==> src/rtl/rrff_ram.sv <==
// ----------------------------------------------------------------------------
// rrff_ram
// Simple dual-port RAM: one write port, one read port, registered read data.
// ----------------------------------------------------------------------------
module rrff_ram #(
  parameter int unsigned WIDTH = 8,
  parameter int unsigned DEPTH = 16,
  localparam int unsigned AW   = (DEPTH > 1) ? $clog2(DEPTH) : 1
) (
  input  logic             clk_i,
  input  logic             we_i,
  input  logic [AW-1:0]    waddr_i,
  input  logic [WIDTH-1:0] wdata_i,
  input  logic             re_i,
  input  logic [AW-1:0]    raddr_i,
  output logic [WIDTH-1:0] rdata_o
);

  logic [WIDTH-1:0] mem_q [DEPTH];
  logic [WIDTH-1:0] rdata_q;

  // Write port
  always_ff @(posedge clk_i) begin
    if (we_i) begin
      mem_q[waddr_i] <= wdata_i;
    end
  end

  // Registered read, held while no read is issued
  always_ff @(posedge clk_i) begin
    if (re_i) begin
      rdata_q <= mem_q[raddr_i];
    end
  end

  assign rdata_o = rdata_q;

endmodule

==> config.mk <==
export PLATFORM = sky130hd
export DESIGN_NAME = rrff_ram
export DESIGN_NICKNAME = d
export VERILOG_FILES = /design/src/rtl/rrff_ram.sv
export SDC_FILE = /design/constraint.sdc
export NUM_CORES = 1
export LEC_CHECK = 0
export BUFFER_PORTS_ARGS = -buffer_cell sky130_fd_sc_hd__buf_2
export CORE_MARGIN = 1.5
export CORE_UTILIZATION = 54
export CTS_CLUSTER_SIZE = 24
export DETAILED_ROUTE_END_ITERATION = 8
export PLACE_DENSITY = 0.84
export SLEW_MARGIN = 5
export SYNTH_ARGS = -nofsm -noshare
export SYNTH_HDL_FRONTEND = slang
export SYNTH_SLANG_ARGS = --single-unit
export TNS_END_PERCENT = 1
==> constraint.sdc <==
create_clock -name clk_i -period 1.6 [get_ports clk_i]
set_input_delay 0.16 -clock clk_i [delete_from_list [all_inputs] [get_ports clk_i]]
set_output_delay 0.16 -clock clk_i [all_outputs]
set_load 0.1 [all_outputs]
==> metrics.md <==
| Metric | Value |
|---|---|
| 1st-pass router iterations | 4 |
| Clk sink count | 136 |
| RSZ-0062 raised after global routing | false |
| Routed Antenna Nets | 0 |
| Net count, final | 309 |
| Antenna violations before repair | 0 |
| Yosys reg bits | between 100 and 150 |
| Reg2reg end | rdata_o[0] |
| Synth Area in Simple Gates | 3.14% |
| Adder-cell area share of the yosys netlist | 0% |
| Post-synth cell types | 18 |
| Placed insts | around 400 |
| Hold-fix buffers, CTS | 4 |
| Initial Utilization | 56.0% |
| Max-slew violations | 0 |
| Synth top area share | 78.1% |
| Status | completed |
| Final HPWL from detailed placement | 5.99 mm |
| Final setup violating endpoints | 0 |
| Main area contributors after synthesis | edfxtp_1, mux4_2, mux4_1 |
| TritonCTS buffer count | 17 |
| Mapped Avg Cell Area | about 23 um2 |
| DIE AREA | 0.0103 mm2 |
| I/O Pins | 27 |
| CP Launch Point | mem_q[5][0] |
| Synth area leader | edfxtp_1 |
| Period utilization | 94.2% |
| Hold path startpoint | wdata_i[4] |
| Die Y | 101 um |
| Post-route insts no fill | 431 |
| Via density per instance | 5.73 |
| Post-cts gate resize count | 0 |
| Critical path peak fanout | 1 |
| Port bufs | 26 |
| Post-DR wirelength/cell | roughly 22 um |
| Clock skew | 6.66 ps |
| Power density cells | 1300 mW/mm2 |
| Fmax | 0.664 GHz |
| Leakage | 2.12 nW |
| Critical path capture point type | flip-flop |
| GRT overflow | 0 |
| Clock transition at path regs | 60 ps |
| Worst Setup EP | rdata_o[0] |
| Final WL | 9.69 mm |
| Minimum clock period | roughly 1500 ps |
| Routed vias | about 2500 |
| Post-CTS Setup Bufs | 0 |
| Htree depth | 4 |
| R2R Setup Slk | 90 ps |
| Post-synthesis compound-gate area fraction | 2.30% |
| Clock latency on the worst-skew pair | 520 ps |
| Site Rows | 35 |
| Crit path launch type | flip-flop |
| Worst hold path class | input pin to flip-flop |
| Critical path arrival | 1770 ps |
| Synth Area in XOR/XNOR | 0% |
| Die Wd | 101 um |
| Ratio of cells with drive above 1 in the final layout | 32.5% |
| CTS tree | built |
| Fin Hold WS | 26.0 ps |
| Synth warn | 0 |
| Largest net degree at the start of global routing | 33 |
| Mapped cell area | 0.00523 mm2 |
| Worst slew pin tran | 494 ps |
| RD Place Congestion | 0.723 |
| Syn nets | 248 |
| Clk root buf | clkbuf_8 |
| Syn-to-layout area delta | 19.2% |
| Vias in the first global route | ~2600 |
| Syn Inst Count | 229 |
| Maximum clock path buffer count | 2 |
| First-pass GRT wire length | 14.8 mm |
| Final Hold Viols | 0 |
| CP Data Required Time | 1860 ps |
| Worst VDD drop | 948 uV |
| Register area share after synthesis | 78.1% |
| Worst r2r src | mem_q[5][0] |
| # diodes | 0 |
| Final Instance Area | ~0.0062 mm2 |
| Crit Path Class | flip-flop to flip-flop |
| Post-layout util | 66.8% |
| Main combinational cell family by area after synthesis | multiplexers |
| Max Cap Viol | 0 |
| Total global-route track usage | between 20 and 25% |
| Slew HR | a little under 70% |
| Initial DRC count | 223 |
| Area post-placement | 0.00564 mm2 |
| Multiplexer share of the synthesized area | 14.8% |
| DRC Markers | 0 |
| Total core area | 0.00933 mm2 |
| R2R depth | 3 |
==> cells in the final DEF, fill, tap and decap left out, types with 3 or more instances in the layout <==
| cell type | synthesis | final |
|---|---|---|
| dlygate4sd3_1 | 0 | 4 |
| nor3_1 | 4 | 3 |
| clkinvlp_4 | 0 | 4 |
| mux4_1 | 14 | 14 |
| nand2_1 | 9 | 9 |
| buf_4 | 1 | 19 |
| mux4_2 | 18 | 18 |
| buf_2 | 3 | 26 |
| buf_12 | 0 | 3 |
| clkbuf_16 | 0 | 16 |
| nor2_1 | 13 | 13 |
| a22oi_1 | 16 | 16 |
| clkinv_2 | 0 | 5 |
| edfxtp_1 | 136 | 136 |
==> per-stage QoR <==
step                total power, W  setup slack, ps  setup TNS, ps
floorplan                  0.00443              158              0
global placement           0.00458            -28.2          -69.7
detailed placement         0.00461            -93.0           -324
CTS                        0.00818             61.0              0
global route               0.00834             20.3              0
finish                     0.00812             92.9              0
==> worst max-delay path, stage by stage, from the launching register on <==
cell	delay [ps]
edfxtp_1	370
mux4_1	530
a22oi_1	240
nand2_1	110
==> sequential cells by signal (all words and copies together) (netlist names) <==
register / flops
mem_q: 128
rdata_o: 8
==> cell usage after synthesis <==
| cell type | n |
|---|---|
| nand2b_1 | 2 |
| mux4_2 | 18 |
| a22oi_1 | 16 |
| and2b_1 | 1 |
| nor3_1 | 4 |
| clkdlybuf4s25_2 | 3 |
| nand3b_1 | 2 |
| buf_6 | 3 |
| buf_2 | 3 |
| edfxtp_1 | 136 |
| mux4_1 | 14 |
| buf_4 | 1 |
| nor2_1 | 13 |
| or3b_2 | 1 |
| nor2b_1 | 1 |
| and2_1 | 1 |
| nand3_1 | 1 |
| nand2_1 | 9 |
==> report_power, final <==
part	internal (W)	switching, W
clock	0.00219	0.00138
combinational	0.000172	0.000329
sequential	0.00402	0.0000239
==> cell type report <==
cell class	instances	area [um2]
Clock buffer	18	418
Clock inverter	13	133
Fill cell	588	3100
Multi-Input combinational cell	83	1060
Sequential cell	136	4080
Tap cell	129	161
Timing Repair Buffer	52	373
==> per-layer routing <==
layer / GRT usage, % / vias to the layer above / wire length (um)
li1: - / 1103 / -
met1: 27.8 / 1247 / 3870
met2: 34.1 / 108 / 4980
met3: 6.76 / 10 / 694
met4: 9.94 / 0 / 146
met5: 0 / - / 0
==> cells by family (layout without fill, tap and decap cells) <==
group | after synthesis | after routing
AOI/OAI and AO/OA | 16 | 16
and+or+nand+nor | 35 | 35
buffers and inverters | 10 | 83
muxes | 32 | 32
DFF | 136 | 136
==> worst min-delay path by stage <==
stage / end / slack [ps] / depth (start not counted)
after floorplan: mem_q[0][0] / 260 / 0
after global placement: rdata_o[7] / 530 / 1
after detailed placement: rdata_o[7] / 530 / 1
after CTS: mem_q[5][4] / 0.3 / 1
after global routing: mem_q[6][4] / 9 / 1
final: mem_q[7][4] / 30 / 1
Note: power is estimated with default switching activity, not from simulation.
